**src/rtl/core/i2cseq_pkg.sv**
```systemverilog
// Shared types, codes and helpers for the I2C EEPROM transfer sequencer.
// No dependencies; every module of the block imports this package.
`default_nettype none

package i2cseq_pkg;

   // Memory geometry
   localparam int MEMORY_BYTES = 131072;
   localparam int PAGE_BYTES   = 256;
   localparam int HALF_BYTES   = MEMORY_BYTES / 2;
   localparam int PAGE_LOG     = $clog2(PAGE_BYTES);

   // Field widths
   localparam int ADDR_W  = 18;
   localparam int CLEN_W  = 17;
   localparam int WADDR_W = 16;
   localparam int QCNT_W  = 4;
   localparam int TICK_W  = 8;
   localparam int CSR_W   = 8;

   // Configuration register reset values and the query-count saturation value
   localparam logic [TICK_W-1:0] RETRY_DELAY_RESET = 8'd5;
   localparam logic [QCNT_W-1:0] MAX_QUERIES_RESET = 4'd8;
   localparam logic [QCNT_W-1:0] QUERY_SAT         = 4'hf;

   // Request function codes
   localparam logic [1:0] FUNC_READ     = 2'd0;
   localparam logic [1:0] FUNC_WRITE    = 2'd1;
   localparam logic [1:0] FUNC_COMPLETE = 2'd2;
   localparam logic [1:0] FUNC_TICK     = 2'd3;

   // Bus completion results
   localparam logic [1:0] BUS_OK     = 2'd0;
   localparam logic [1:0] BUS_NO_ACK = 2'd1;

   // Result kinds
   localparam logic [1:0] KIND_STATUS = 2'd0;
   localparam logic [1:0] KIND_CMD    = 2'd1;
   localparam logic [1:0] KIND_FINISH = 2'd2;

   // Status codes
   localparam logic [1:0] ST_OK       = 2'd0;
   localparam logic [1:0] ST_RANGE    = 2'd1;
   localparam logic [1:0] ST_BUSY     = 2'd2;
   localparam logic [1:0] ST_BUS_ERR  = 2'd3;

   // Transfer phases
   localparam logic [1:0] PH_IDLE  = 2'd0;
   localparam logic [1:0] PH_READ  = 2'd1;
   localparam logic [1:0] PH_WRITE = 2'd2;

   // Configuration register indexes
   localparam logic [1:0] CSR_CHIP_ENABLE = 2'd0;
   localparam logic [1:0] CSR_DEVICE_OPEN = 2'd1;
   localparam logic [1:0] CSR_RETRY_DELAY = 2'd2;
   localparam logic [1:0] CSR_MAX_QUERIES = 2'd3;

   // Device byte base
   localparam logic [7:0] DEV_BASE = 8'hA0;

   // Planned chunk for the current position of a transfer
   typedef struct packed {
      logic                 range_bad;
      logic                 bank;
      logic [WADDR_W-1:0]   word_address;
      logic [CLEN_W-1:0]    chunk_length;
   } chunk_type;

   // One result item
   typedef struct packed {
      logic [1:0]           kind;
      logic [1:0]           status;
      logic [7:0]           device_byte;
      logic [WADDR_W-1:0]   word_address;
      logic [CLEN_W-1:0]    chunk_length;
      logic                 is_read;
      logic [ADDR_W-1:0]    buffer_offset;
   } rsp_type;

   // Device byte: base | e2<<4 | e1<<3 | bank<<1
   function automatic logic [7:0] dev_byte(input logic [1:0] pins, input logic bank);
      dev_byte = DEV_BASE | {3'b000, pins[1], pins[0], 1'b0, bank, 1'b0};
   endfunction

endpackage

`default_nettype wire

```
**src/rtl/core/i2c_eeprom_transfer_sequencer_core.sv**
```systemverilog
// Top level of the I2C EEPROM transfer sequencer: request register, config
// registers, and assertions. Depends on i2cseq_pkg, i2cseq_ctrl, i2cseq_rsp_buf.
`default_nettype none

// Sequencer for a two-bank 128 KiB I2C EEPROM. Each request (start read,
// start write, bus completion, timer tick) yields zero or one response: an
// immediate status, a bus command for the next chunk, or a transfer-finished
// report. One request is taken every clock cycle while req_stall is low; a
// request's response passes through the request register, then the response
// register. The rate is set by the transfer-state update, computed from the
// request register and stored with the response. A skid stage behind the
// response register holds one response under rsp_stall; once full, req_stall rises.
// Configuration writes are always ready and must be made while idle.
module i2c_eeprom_transfer_sequencer_core (
   input  wire logic        clock,
   input  wire logic        reset,
   // request channel
   input  wire logic        req_valid,
   output logic             req_stall,
   input  wire logic [1:0]  req_func,
   input  wire logic [17:0] req_start_address,
   input  wire logic [17:0] req_byte_count,
   input  wire logic [1:0]  req_bus_result,
   // response channel
   output logic             rsp_valid,
   input  wire logic        rsp_stall,
   output logic [1:0]       rsp_kind,
   output logic [1:0]       rsp_status,
   output logic [7:0]       rsp_device_byte,
   output logic [15:0]      rsp_word_address,
   output logic [16:0]      rsp_chunk_length,
   output logic             rsp_is_read,
   output logic [17:0]      rsp_buffer_offset,
   // configuration write port
   input  wire logic        csr_valid,
   output logic             csr_ready,
   input  wire logic [1:0]  csr_index,
   input  wire logic [7:0]  csr_data
);
   import i2cseq_pkg::*;

   logic              in_valid_ff, in_valid_in;
   logic [1:0]        in_func_ff;
   logic [ADDR_W-1:0] in_addr_ff;
   logic [ADDR_W-1:0] in_count_ff;
   logic [1:0]        in_bus_ff;

   logic [1:0]        pins_ff;
   logic              open_ff;
   logic [TICK_W-1:0] delay_ff;
   logic [QCNT_W-1:0] maxq_ff;

   logic              req_accept;
   logic              skid_full;
   logic              fire;
   logic              rsp_push;
   rsp_type           rsp_new;
   rsp_type           rsp_out;
   logic [1:0]        phase;
   logic              retry_pending;

   // request register: refills whenever the control stage can take its item
   assign fire        = in_valid_ff && !skid_full;
   assign req_stall   = in_valid_ff && skid_full;
   assign req_accept  = req_valid && !req_stall;
   assign in_valid_in = req_accept || (in_valid_ff && !fire);

   always_ff @(posedge clock) begin
      if (reset) begin
         in_valid_ff <= 1'b0;
      end else begin
         in_valid_ff <= in_valid_in;
      end
      if (req_accept) begin
         in_func_ff  <= req_func;
         in_addr_ff  <= req_start_address;
         in_count_ff <= req_byte_count;
         in_bus_ff   <= req_bus_result;
      end
   end

   // configuration registers
   assign csr_ready = 1'b1;

   always_ff @(posedge clock) begin
      if (reset) begin
         pins_ff  <= '0;
         open_ff  <= 1'b0;
         delay_ff <= RETRY_DELAY_RESET;
         maxq_ff  <= MAX_QUERIES_RESET;
      end else if (csr_valid && csr_ready) begin
         case (csr_index)
            CSR_CHIP_ENABLE: pins_ff  <= csr_data[1:0];
            CSR_DEVICE_OPEN: open_ff  <= csr_data[0];
            CSR_RETRY_DELAY: delay_ff <= csr_data[TICK_W-1:0];
            CSR_MAX_QUERIES: maxq_ff  <= csr_data[QCNT_W-1:0];
            default: ;
         endcase
      end
   end

   i2cseq_ctrl u_ctrl (
      .clock             (clock),
      .reset             (reset),
      .fire              (fire),
      .func              (in_func_ff),
      .start_address     (in_addr_ff),
      .byte_count        (in_count_ff),
      .bus_result        (in_bus_ff),
      .chip_enable_pins  (pins_ff),
      .device_open       (open_ff),
      .retry_delay_ticks (delay_ff),
      .max_queries       (maxq_ff),
      .rsp_push          (rsp_push),
      .rsp_data          (rsp_new),
      .phase             (phase),
      .retry_pending     (retry_pending)
   );

   i2cseq_rsp_buf u_rsp_buf (
      .clock     (clock),
      .reset     (reset),
      .push      (rsp_push),
      .push_data (rsp_new),
      .skid_full (skid_full),
      .rsp_valid (rsp_valid),
      .rsp_stall (rsp_stall),
      .rsp_data  (rsp_out)
   );

   assign rsp_kind          = rsp_out.kind;
   assign rsp_status        = rsp_out.status;
   assign rsp_device_byte   = rsp_out.device_byte;
   assign rsp_word_address  = rsp_out.word_address;
   assign rsp_chunk_length  = rsp_out.chunk_length;
   assign rsp_is_read       = rsp_out.is_read;
   assign rsp_buffer_offset = rsp_out.buffer_offset;

`ifndef SYNTH
   // a held skid entry always sits behind a full response register
   a_skid_behind_main: assert property (@(posedge clock) disable iff (reset)
      skid_full |-> rsp_valid)
      else $error("skid entry without a response in the output register");

   // a bus command leaves the transfer in progress
   a_cmd_keeps_busy: assert property (@(posedge clock) disable iff (reset)
      (rsp_push && (rsp_new.kind == KIND_CMD)) |=> (phase != PH_IDLE))
      else $error("bus command issued but sequencer went idle");

   // a retry is only ever pending inside a transfer
   a_retry_in_transfer: assert property (@(posedge clock) disable iff (reset)
      retry_pending |-> (phase != PH_IDLE))
      else $error("retry pending while idle");

   // nothing is pushed while the skid stage is occupied
   a_no_push_when_full: assert property (@(posedge clock) disable iff (reset)
      skid_full |-> !rsp_push)
      else $error("response pushed into a full buffer");
`endif

endmodule

`default_nettype wire

```
**src/rtl/core/i2cseq_chunk.sv**
```systemverilog
// Chunk planner: range check, bank split and page split of one transfer step.
// Purely combinational; depends on i2cseq_pkg.
`default_nettype none

module i2cseq_chunk (
   input  wire logic [17:0]           addr,
   input  wire logic [17:0]           len,
   input  wire logic                  is_write,
   output i2cseq_pkg::chunk_type      plan
);
   import i2cseq_pkg::*;

   localparam logic [ADDR_W:0]   MEM_LIMIT = (ADDR_W+1)'(MEMORY_BYTES);
   localparam logic [ADDR_W-1:0] HALF      = ADDR_W'(HALF_BYTES);
   localparam logic [ADDR_W-1:0] PAGE      = ADDR_W'(PAGE_BYTES);

   logic [ADDR_W:0]   end_sum;
   logic              bank;
   logic [ADDR_W-1:0] local_addr;
   logic [ADDR_W-1:0] bank_room;
   logic [ADDR_W-1:0] page_room;
   logic [ADDR_W-1:0] clen;

   always_comb begin
      // range check on start and end of the remaining transfer
      end_sum = {1'b0, addr} + {1'b0, len};
      plan.range_bad = ({1'b0, addr} > MEM_LIMIT) || (end_sum > MEM_LIMIT);

      // bank split
      bank       = (addr >= HALF);
      local_addr = bank ? (addr - HALF) : addr;
      bank_room  = HALF - addr;
      clen       = len;
      if (!bank && (bank_room < len)) begin
         clen = bank_room;
      end

      // writes never cross a page
      page_room = PAGE - ADDR_W'(local_addr[PAGE_LOG-1:0]);
      if (is_write && (page_room < clen)) begin
         clen = page_room;
      end

      plan.bank         = bank;
      plan.word_address = local_addr[WADDR_W-1:0];
      plan.chunk_length = clen[CLEN_W-1:0];
   end

endmodule

`default_nettype wire

```
**src/rtl/core/i2cseq_rsp_buf.sv**
```systemverilog
// Result register with skid stage for the response channel.
// Depends on i2cseq_pkg for the result struct.
`default_nettype none

module i2cseq_rsp_buf (
   input  wire logic                clock,
   input  wire logic                reset,
   input  wire logic                push,
   input  wire i2cseq_pkg::rsp_type push_data,
   output logic                     skid_full,
   output logic                     rsp_valid,
   input  wire logic                rsp_stall,
   output i2cseq_pkg::rsp_type      rsp_data
);
   import i2cseq_pkg::*;

   logic    main_valid_ff, main_valid_in;
   logic    skid_valid_ff, skid_valid_in;
   rsp_type main_ff, main_in;
   rsp_type skid_ff, skid_in;
   logic    main_take;

   // main register refills when empty or drained; skid catches one behind it
   always_comb begin
      main_take     = !main_valid_ff || !rsp_stall;
      main_valid_in = main_valid_ff;
      skid_valid_in = skid_valid_ff;
      main_in       = main_ff;
      skid_in       = skid_ff;
      if (main_take) begin
         if (skid_valid_ff) begin
            main_in       = skid_ff;
            main_valid_in = 1'b1;
            skid_valid_in = 1'b0;
         end else begin
            main_in       = push_data;
            main_valid_in = push;
         end
      end else if (push) begin
         skid_in       = push_data;
         skid_valid_in = 1'b1;
      end
   end

   always_ff @(posedge clock) begin
      if (reset) begin
         main_valid_ff <= 1'b0;
         skid_valid_ff <= 1'b0;
      end else begin
         main_valid_ff <= main_valid_in;
         skid_valid_ff <= skid_valid_in;
      end
      main_ff <= main_in;
      skid_ff <= skid_in;
   end

   assign skid_full = skid_valid_ff;
   assign rsp_valid = main_valid_ff;
   assign rsp_data  = main_ff;

endmodule

`default_nettype wire

```
**src/rtl/core/i2cseq_ctrl.sv**
```systemverilog
// Transfer state and per-request decision logic of the sequencer.
// Depends on i2cseq_pkg and instantiates i2cseq_chunk.
`default_nettype none

module i2cseq_ctrl (
   input  wire logic                clock,
   input  wire logic                reset,
   input  wire logic                fire,
   input  wire logic [1:0]          func,
   input  wire logic [17:0]         start_address,
   input  wire logic [17:0]         byte_count,
   input  wire logic [1:0]          bus_result,
   input  wire logic [1:0]          chip_enable_pins,
   input  wire logic                device_open,
   input  wire logic [7:0]          retry_delay_ticks,
   input  wire logic [3:0]          max_queries,
   output logic                     rsp_push,
   output i2cseq_pkg::rsp_type      rsp_data,
   output logic [1:0]               phase,
   output logic                     retry_pending
);
   import i2cseq_pkg::*;

   logic [1:0]         phase_ff, phase_in;
   logic [ADDR_W-1:0]  cur_addr_ff, cur_addr_in;
   logic [ADDR_W-1:0]  remain_ff, remain_in;
   logic [ADDR_W-1:0]  done_off_ff, done_off_in;
   logic [CLEN_W-1:0]  last_len_ff, last_len_in;
   logic [QCNT_W-1:0]  query_cnt_ff, query_cnt_in;
   logic [TICK_W-1:0]  countdown_ff, countdown_in;
   logic               pending_ff, pending_in;

   logic [ADDR_W-1:0]  comp_addr, comp_remain, comp_off;
   logic [ADDR_W-1:0]  chunk_addr, chunk_len, chunk_off;
   logic               chunk_write;
   chunk_type          plan;
   logic               do_issue;
   logic               push;
   rsp_type            res;
   logic [QCNT_W-1:0]  qnext;

   // position after a successful completion
   always_comb begin
      comp_addr   = cur_addr_ff + ADDR_W'(last_len_ff);
      comp_remain = remain_ff - ADDR_W'(last_len_ff);
      comp_off    = done_off_ff + ADDR_W'(last_len_ff);
   end

   // chunk source: the new request, the advanced position, or the current one
   always_comb begin
      case (func)
         FUNC_READ, FUNC_WRITE: begin
            chunk_addr  = start_address;
            chunk_len   = byte_count;
            chunk_off   = '0;
            chunk_write = (func == FUNC_WRITE);
         end
         FUNC_COMPLETE: begin
            chunk_addr  = comp_addr;
            chunk_len   = comp_remain;
            chunk_off   = comp_off;
            chunk_write = (phase_ff == PH_WRITE);
         end
         default: begin
            chunk_addr  = cur_addr_ff;
            chunk_len   = remain_ff;
            chunk_off   = done_off_ff;
            chunk_write = (phase_ff == PH_WRITE);
         end
      endcase
   end

   i2cseq_chunk u_chunk (
      .addr     (chunk_addr),
      .len      (chunk_len),
      .is_write (chunk_write),
      .plan     (plan)
   );

   // event handling
   always_comb begin
      phase_in     = phase_ff;
      cur_addr_in  = cur_addr_ff;
      remain_in    = remain_ff;
      done_off_in  = done_off_ff;
      last_len_in  = last_len_ff;
      query_cnt_in = query_cnt_ff;
      countdown_in = countdown_ff;
      pending_in   = pending_ff;
      do_issue     = 1'b0;
      push         = 1'b0;
      res          = '0;
      qnext        = query_cnt_ff;

      case (func)
         FUNC_READ, FUNC_WRITE: begin
            push = 1'b1;
            if (plan.range_bad) begin
               res.kind   = KIND_STATUS;
               res.status = ST_RANGE;
            end else if (phase_ff != PH_IDLE) begin
               res.kind   = KIND_STATUS;
               res.status = ST_BUSY;
            end else begin
               cur_addr_in  = start_address;
               remain_in    = byte_count;
               done_off_in  = '0;
               last_len_in  = '0;
               query_cnt_in = '0;
               pending_in   = 1'b0;
               countdown_in = '0;
               phase_in     = (func == FUNC_READ) ? PH_READ : PH_WRITE;
               do_issue     = 1'b1;
            end
         end
         FUNC_COMPLETE: begin
            if (phase_ff != PH_IDLE) begin
               pending_in   = 1'b0;
               countdown_in = '0;
               if (bus_result == BUS_NO_ACK) begin
                  if (query_cnt_ff != QUERY_SAT) begin
                     qnext = query_cnt_ff + 1'b1;
                  end
                  query_cnt_in = qnext;
                  if (qnext < max_queries) begin
                     pending_in   = 1'b1;
                     countdown_in = retry_delay_ticks;
                  end else begin
                     phase_in   = PH_IDLE;
                     push       = 1'b1;
                     res.kind   = KIND_FINISH;
                     res.status = ST_BUS_ERR;
                  end
               end else if (bus_result != BUS_OK) begin
                  phase_in   = PH_IDLE;
                  push       = 1'b1;
                  res.kind   = KIND_FINISH;
                  res.status = ST_BUS_ERR;
               end else begin
                  cur_addr_in = comp_addr;
                  done_off_in = comp_off;
                  remain_in   = comp_remain;
                  if (comp_remain == '0) begin
                     phase_in   = PH_IDLE;
                     push       = 1'b1;
                     res.kind   = KIND_FINISH;
                     res.status = ST_OK;
                  end else begin
                     do_issue = 1'b1;
                  end
               end
            end
         end
         default: begin
            // timer tick: count down a pending retry
            if (pending_ff) begin
               if (countdown_ff > 8'd1) begin
                  countdown_in = countdown_ff - 1'b1;
               end else begin
                  countdown_in = '0;
                  pending_in   = 1'b0;
                  if (device_open) begin
                     if (phase_ff == PH_IDLE) begin
                        push       = 1'b1;
                        res.kind   = KIND_FINISH;
                        res.status = ST_BUS_ERR;
                     end else begin
                        do_issue = 1'b1;
                     end
                  end
               end
            end
         end
      endcase

      // bus command for the chunk at the new position, or a range finish
      if (do_issue) begin
         push = 1'b1;
         if (plan.range_bad) begin
            phase_in   = PH_IDLE;
            res.kind   = KIND_FINISH;
            res.status = ST_RANGE;
         end else begin
            last_len_in       = plan.chunk_length;
            res.kind          = KIND_CMD;
            res.status        = ST_OK;
            res.device_byte   = dev_byte(chip_enable_pins, plan.bank);
            res.word_address  = plan.word_address;
            res.chunk_length  = plan.chunk_length;
            res.is_read       = !chunk_write;
            res.buffer_offset = chunk_off;
         end
      end
   end

   always_ff @(posedge clock) begin
      if (reset) begin
         phase_ff     <= PH_IDLE;
         cur_addr_ff  <= '0;
         remain_ff    <= '0;
         done_off_ff  <= '0;
         last_len_ff  <= '0;
         query_cnt_ff <= '0;
         countdown_ff <= '0;
         pending_ff   <= 1'b0;
      end else if (fire) begin
         phase_ff     <= phase_in;
         cur_addr_ff  <= cur_addr_in;
         remain_ff    <= remain_in;
         done_off_ff  <= done_off_in;
         last_len_ff  <= last_len_in;
         query_cnt_ff <= query_cnt_in;
         countdown_ff <= countdown_in;
         pending_ff   <= pending_in;
      end
   end

   assign rsp_push      = fire && push;
   assign rsp_data      = res;
   assign phase         = phase_ff;
   assign retry_pending = pending_ff;

endmodule

`default_nettype wire

```
**config.mk**
```make
export PLATFORM = sky130hd
export DESIGN_NAME = i2c_eeprom_transfer_sequencer_core
export DESIGN_NICKNAME = d
export VERILOG_FILES = /design/src/rtl/core/i2cseq_pkg.sv /design/src/rtl/core/i2c_eeprom_transfer_sequencer_core.sv /design/src/rtl/core/i2cseq_chunk.sv /design/src/rtl/core/i2cseq_rsp_buf.sv /design/src/rtl/core/i2cseq_ctrl.sv
export SDC_FILE = /design/constraint.sdc
export NUM_CORES = 1
export LEC_CHECK = 0
export BUFFER_PORTS_ARGS = -buffer_cell sky130_fd_sc_hd__clkbuf_2
export CAP_MARGIN = 20
export CORE_ASPECT_RATIO = 0.75
export CORE_MARGIN = 3
export CORE_UTILIZATION = 54
export CTS_CLUSTER_SIZE = 10
export DETAILED_ROUTE_END_ITERATION = 10
export GPL_TIMING_DRIVEN = 0
export PLACE_DENSITY = 0.87
export REMOVE_ABC_BUFFERS = 1
export SLEW_MARGIN = 20
export SYNTH_ARGS = -nofsm -noshare
export SYNTH_HDL_FRONTEND = slang
export SYNTH_HIERARCHICAL = 1
export SYNTH_SLANG_ARGS = --single-unit
export TNS_END_PERCENT = 5
```
**constraint.sdc**
```tcl
create_clock -name clock -period 8.1 [get_ports clock]
set_input_delay 0.405 -clock clock [delete_from_list [all_inputs] [get_ports clock]]
set_output_delay 0.405 -clock clock [all_outputs]
set_load 0.01 [all_outputs]
```
==> impl_metrics.csv, run 1 <==
group,metric,value,unit
sta,finClkSkew,27.7,ps
worst_setup_path,rr_worst_depth,33,
sta,setup_viol,0,
synthesis,synthMuxAreaShare,9.00,%
route,drtIter0Drc,1593,
route,wl_per_cell,20.5,µm
die,boundaryPins,122,
hold_path,min_from,"req_byte_count[4]",
die,die_width,213,µm
clock_network,cts_buffers,31,
power,p_sw,1230,µW
worst_setup_path,worstPathMaxFanout,8,
synthesis,yosysTopAreaCell,"edfxtp_1",
synthesis,yosys.area_share.simple,16.9,%
route,drtAntennaViolNets,0,
synthesis,async_flop_share,0,%
hold_path,hp-class,"in2reg",
worst_setup_path,start_kind,"register",
power,internal-power,2660,µW
hold_path,hold_path_depth,1,
global_routing,grt_start_max_net_pins,61,
run_status,outcome,"complete, no violations",
sta,timing.hold.ws,24.8,ps
clock_network,cts_tree,"yes",
worst_setup_path,r2r_end,"u_rsp_buf/rsp_data[26]",
sta,max_freq,0.128,GHz
sta,worst_slew_pin_slew,945,ps
flow_run,max_cap_viol_count,0,
route,wl,47400,µm
die,rows,56,
place,port_buffers,120,
synthesis,synth_top_cell_area_share,29.2,%
final_layout,finish.utilization,63.0,%
final_layout,final-seq-area,7130,µm²
sta,maxSlewHeadroom,36.9,%
clock_network,cts_root_buf,"clkbuf_16",
global_routing,antenna_found_initial,0,
power,swShare,31.6,%
synthesis,synth_fa_ha_area_share,7.84,%
power,clockPowerShare,32.8,%
place,dp_hpwl,33800,µm
power,combPwrFrac,26.9,%
synthesis,synthFlopType,"edfxtp_1",
worst_setup_path,arrival,8160,ps
clock_network,htree_levels,1,
sta,min_period,7830,ps
synthesis,synth_cells,1770,
worst_setup_path,r2r_setup_slack,270,ps
power,p_leak,0.00785,µW
final_layout,area_growth,14.2,%
place,gp_congestion,1.00,
sta,finalHoldViolations,0,
synthesis,synth_xor_area_share,3.09,%
die,coreArea,31400,µm²
worst_setup_path,endpoint_kind,"register",
synthesis,synth_edf_count,168,
clock_network,clk_path_buf_depth,3,
worst_setup_path,cpMaxStageDelayCell,"mux2_2",
clock_network,clkTransAtPathRegs,70,ps
final_layout,drive_above_1_share,17.3,%
die,die_area,34200,µm²
synthesis,syn_area_per_cell,9.77,µm²
final_layout,diodes,0,
synthesis,ys_seq_area_share,41.2,%
final_layout,multiInputGateArea,9540,µm²
global_routing,grt_first_pass_wirelength,74400,µm
synthesis,synth_area_leaders,"edfxtp_1 (29%), dfxtp_1 (12%), ha_1 (7.4%)",
worst_setup_path,cp.required,8430,ps
global_routing,grt-ovfl-total,0,
clock_network,clkSinkCount,272,
synthesis,ys.warnings.count,6,
route,drc,0,
power,p_per_area,197,nW/µm²
global_routing,grt.total_usage,27.1,%
global_routing,grt_pass1_vias,13699,
final_layout,finalNetCount,2043,
power,pwr-share-seq,40.3,%
worst_setup_path,critical_path_class,"reg2reg",
worst_setup_path,crit_top_cell,"ha_1",
worst_setup_path,cpPeakStageDelay,430,ps
synthesis,syn-cell-area,17300,µm²
route,dr.pass1.iters,8,
synthesis,ys_types,93,
synthesis,ys_ff_latch,272,
route,num_vias,14523,
sta,finalCritPeriodShare,96.7,%
hold_path,hold_end,"in_count_ff[4]",
synthesis,synth-compound-area-share,17.0,%
power,vdd_drop_max,0.166,mV
synthesis,synth_top_family_by_area,"compound AO/OA/AOI/OAI gates",
final_layout,fill_cells,2442,
route,via_per_inst,6.28,
die,start_util,55.1,%
sta,drv_slew,0,
clock_network,clk_latency,600,ps
die,die_h,161,µm
==> cell usage in the layout (no fill, tap or decap), types with 41 or more instances in the layout <==
| cell | n |
|---|---|
| nor2_1 | 189 |
| edfxtp_1 | 168 |
| nand2_1 | 135 |
| clkbuf_2 | 119 |
| a21oi_1 | 116 |
| dfxtp_1 | 102 |
| ha_1 | 102 |
| inv_1 | 69 |
| o21ai_0 | 65 |
| mux2_4 | 51 |
| and2_1 | 49 |
| mux2i_1 | 45 |
| xnor2_1 | 41 |
==> Yosys cell counts (26+ instances only) <==
cell and count:
nor2_1 191, edfxtp_1 168, nand2_1 138, a21oi_1 121
dfxtp_1 104, ha_1 102, inv_1 69, o21ai_0 68
clkbuf_1 52, and2_1 49, mux2_4 49, mux2i_1 45
nor3_1 43, xnor2_1 42, nand2b_1 35, mux2_2 33
nand3_1 33, a21o_1 26, buf_4 26
==> critical path: cells and delay by family (launching register included) <==
family | cells | cell delay, ps
AOI/OAI and AO/OA | 15 | 2870
and+or+nand+nor | 7 | 1400
adders and majority gates | 4 | 1260
muxes | 4 | 1150
DFF | 1 | 380
xor gates and xnor gates | 2 | 320
buffers and inverters | 1 | 160
==> flip-flops by register name (all words and copies together), names as in the netlist, named ones only <==
signal and count:
u_rsp_buf/rsp_data 64, u_rsp_buf/skid_ff 64, in_addr_ff 18, in_count_ff 18, u_ctrl/cur_addr_ff 18, u_ctrl/done_off_ff 18
u_ctrl/remain_ff 18, delay_ff 8, u_ctrl/countdown_ff 8, maxq_ff 4, u_ctrl/query_cnt_ff 4, in_bus_ff 2
in_func_ff 2, pins_ff 2, u_ctrl/phase 2, in_valid_ff 1, open_ff 1, u_ctrl/retry_pending 1
u_rsp_buf/rsp_valid 1, u_rsp_buf/skid_full 1
==> cell type report <==
type	count	share of cell area (%)
clock inverter	2	0.133
sequential	272	36.1
multi-input combinational	1322	48.3
timing repair buffer	183	7.17
tap	406	2.57
inverter	72	1.39
clock buffer	56	4.40
==> routing by layer <==
layer	routed length, µm	share of wire (%)	track usage, %	up-vias
li1	-	-	-	6745
met1	20400	43	39.0	6924
met2	20700	44	41.5	735
met3	4840	10	5.34	119
met4	1520	3.2	8.04	0
met5	0	0	0	-
==> what timing repair did <==
item,in CTS,in global routing
endpoints found under the setup margin,169,92
pin swaps,1,6
hold buffers,37,0
hold endpoints to repair,37,0
resized for setup,14,24
buffers inserted,7,3
==> worst max-delay path by stage <==
stage | from | to | cells after the start
final | register | u_rsp_buf/rsp_data[26] | 33
after floorplan | in_func_ff[1] | u_ctrl/cur_addr_ff[13] | 16
after CTS | register | u_rsp_buf/rsp_data[26] | 31
after global routing | register | u_rsp_buf/rsp_data[26] | 34
after global placement | in_func_ff[0] | u_ctrl/cur_addr_ff[14] | 17
after detailed placement | register | u_rsp_buf/rsp_data[26] | 30
==> through the flow <==
stage | power [µW] | cell area, µm² | cells | setup WS, ps | setup TNS, ps
global placement | 2520 | 17800 | 2192 | -6350 | -875180
global route | 4060 | 19800 | 2313 | -49.3 | -215
floorplan | 2260 | 16700 | 1666 | -1060 | -44870
CTS | 3870 | 19600 | 2310 | 54.9 | 0
detailed placement | 2560 | 18300 | 2208 | -1150 | -71860
finish | 3900 | 19800 | 2313 | 266 | 0
==> power groups by stage <==
stage | Sequential (µW) | Combinational, µW | Clock, µW
finish | 1570 | 1050 | 1280
global route | 1570 | 1130 | 1360
CTS | 1570 | 998 | 1300
detailed placement | 1600 | 959 | 0
global placement | 1610 | 912 | 0
floorplan | 1610 | 654 | 0
==> logic make-up (layout without fill, tap and decap cells) <==
group	after synthesis	after routing
flip-flops	272	272
buffers and inverters	178	313
AND/OR/NAND/NOR	593	593
XOR/XNOR	61	61
other	2	4
adder cells (fa/ha/maj)	106	106
multiplexers	127	127
AO/OA/AOI/OAI	431	431
No activity file was read; power rests on OpenSTA's default activity.
==> run 2, diff against run 1 <==
--- a/config.mk
+++ b/config.mk
@@ -9,11 +9,11 @@
 export CAP_MARGIN = 20
 export CORE_ASPECT_RATIO = 0.75
 export CORE_MARGIN = 3
-export CORE_UTILIZATION = 54
+export CORE_UTILIZATION = 37
 export CTS_CLUSTER_SIZE = 10
 export DETAILED_ROUTE_END_ITERATION = 10
 export GPL_TIMING_DRIVEN = 0
-export PLACE_DENSITY = 0.87
+export PLACE_DENSITY = 0.67
 export REMOVE_ABC_BUFFERS = 1
 export SLEW_MARGIN = 20
 export SYNTH_ARGS = -nofsm -noshare
==> impl_metrics.csv, run 2 (synthesized netlist as in run 1, its figures left out) <==
group,metric,value,unit
route,wl_met3,4100,µm
sta,finalCritPeriodShare,97.3,%
clock_network,cts_tree,"yes",
worst_setup_path,arrival,8160,ps
global_routing,grt_start_max_net_pins,100,
route,wl,49500,µm
die,die_width,256,µm
global_routing,antenna_found_initial,0,
worst_setup_path,cpMaxStageDelayCell,"mux2_2",
route,wl_met2,20600,µm
sta,drv_slew,0,
final_layout,area_growth,14.6,%
final_layout,final_common_cell,"nor2_1",
worst_setup_path,endpoint_kind,"register",
place,dp_hpwl,35800,µm
power,clockPowerShare,36.0,%
power,vdd_drop_max,0.139,mV
global_routing,grt-ovfl-total,0,
sta,min_period,7880,ps
clock_network,clk_path_buf_depth,3,
sta,finClkSkew,19.3,ps
power,combPwrFrac,25.4,%
clock_network,clk_latency,530,ps
sta,grt_setup_unrepaired,"yes",
global_routing,grt_pass1_vias,13362,
route,num_vias,13991,
final_layout,drive_above_1_share,18.1,%
worst_setup_path,worst-path-buf-inv,0,
final_layout,layout_common_cells,"nor2_1 (189), edfxtp_1 (168), nand2_1 (135)",
die,die_area,49400,µm²
clock_network,cts_root_buf,"clkbuf_16",
route,wl_met1,23400,µm
final_layout,finalNetCount,2009,
worst_setup_path,crit_top_cell,"a21o_1",
worst_setup_path,cp.required,8380,ps
clock_network,clkTransAtPathRegs,60,ps
sta,max_freq,0.127,GHz
power,pwr-share-seq,38.5,%
route,wl_per_cell,19.8,µm
sta,worst_slew_pin_slew,938,ps
run_status,outcome,"complete, no violations",
die,rows,67,
sta,setup_viol,0,
clock_network,cts_buffers,34,
power,p_leak,0.00777,µW
route,drc,0,
route,drtIter0Drc,1437,
sta,maxSlewHeadroom,37.5,%
power,internal-power,2800,µW
sta,timing.hold.ws,49.9,ps
clock_network,clkSinkCount,272,
worst_setup_path,worstPathMaxFanout,8,
die,start_util,38.1,%
final_layout,final_area,19800,µm²
die,die_h,193,µm
sta,finalHoldViolations,0,
power,total_power,4080,µW
route,drtAntennaViolNets,0,
die,boundaryPins,122,
worst_setup_path,cpLargestDelayFamily,"compound AO/OA/AOI/OAI gates",
clock_network,htree_levels,2,
die,coreArea,45400,µm²
place,port_buffers,120,
route,dr.pass1.iters,6,
hold_path,hp-class,"in2reg",
flow_run,max_cap_viol_count,0,
route,top_layer,"met4",
route,via_per_inst,5.61,
power,swShare,31.3,%
hold_path,min_from,"req_start_address[8]",
power,p_sw,1280,µW
worst_setup_path,cpPeakStageDelay,440,ps
power,p_per_area,206,nW/µm²
final_layout,diodes,0,
place,placed_area,18500,µm²
global_routing,grt.total_usage,19.4,%
worst_setup_path,start_kind,"register",
place,gp_congestion,0.908,
worst_setup_path,critical_path_class,"reg2reg",
global_routing,grt_first_pass_wirelength,76900,µm
## run 2: cell types whose count changed in the layout (fill, tap and decap cells not counted), moves of 3 or more
cell,previous run,this run
buf_8,4,9
clkbuf_1,25,20
a21oi_2,4,0
buf_16,9,5
clkbuf_16,31,36
dlygate4sd3_1,37,0
a21oi_1,116,120
clkinv_2,0,3
## run 2: repair_timing
action,CTS,global route
pin swaps,3,4
hold buffers,0,0
gates resized for setup,17,23
gates cloned,1,0
buffers inserted,6,3
endpoints found under the setup margin,174,150
## run 2: path summary, 6_finish.rpt
check | endpoint | slack, ps | cells past startpoint
worst max-delay path | u_rsp_buf/rsp_data[25] | 220 | 31
worst min-delay path | in_addr_ff[8] | 50 | 1
worst max register to register | u_rsp_buf/rsp_data[25] | 220 | 31
worst min register to register | pins_ff[1] | 470 | 2
## run 2: through the flow
stage                TNS, ps  util, %  setup WS [ps]  std cells
finish                     0     43.6            218       2495
global route            -200     43.6          -54.2       2495
CTS                        0     43.3           24.2       2492
detailed placement   -134530     40.7          -1550       2423
global placement    -1055890     39.8          -7340       2407
floorplan             -44870        -          -1060       1666
## run 2: metal layers
metal  track usage [%]  vias up
met4              6.29        0
met1              28.5     6722
li1                  -     6684
met5                 0        -
met3              4.59       80
met2              27.9      505
## run 2: cell type report
class,count,area [µm²]
clock buffers,57,990
clock inverters,5,72.6
fillers,4378,25600
inverters,72,272
multi-input cells,1323,9580
flip-flops and latches,272,7130
well taps,621,777
repair buffers,145,1000
## run 2: power by group through the flow
| stage | Combinational (µW) | Clock (µW) | Sequential [µW] |
|---|---|---|---|
| after global routing | 1130 | 1570 | 1580 |
| final | 1040 | 1470 | 1570 |
| after detailed placement | 971 | 0 | 1600 |
| after CTS | 998 | 1520 | 1570 |
| after floorplan | 654 | 0 | 1610 |
| after global placement | 938 | 0 | 1610 |
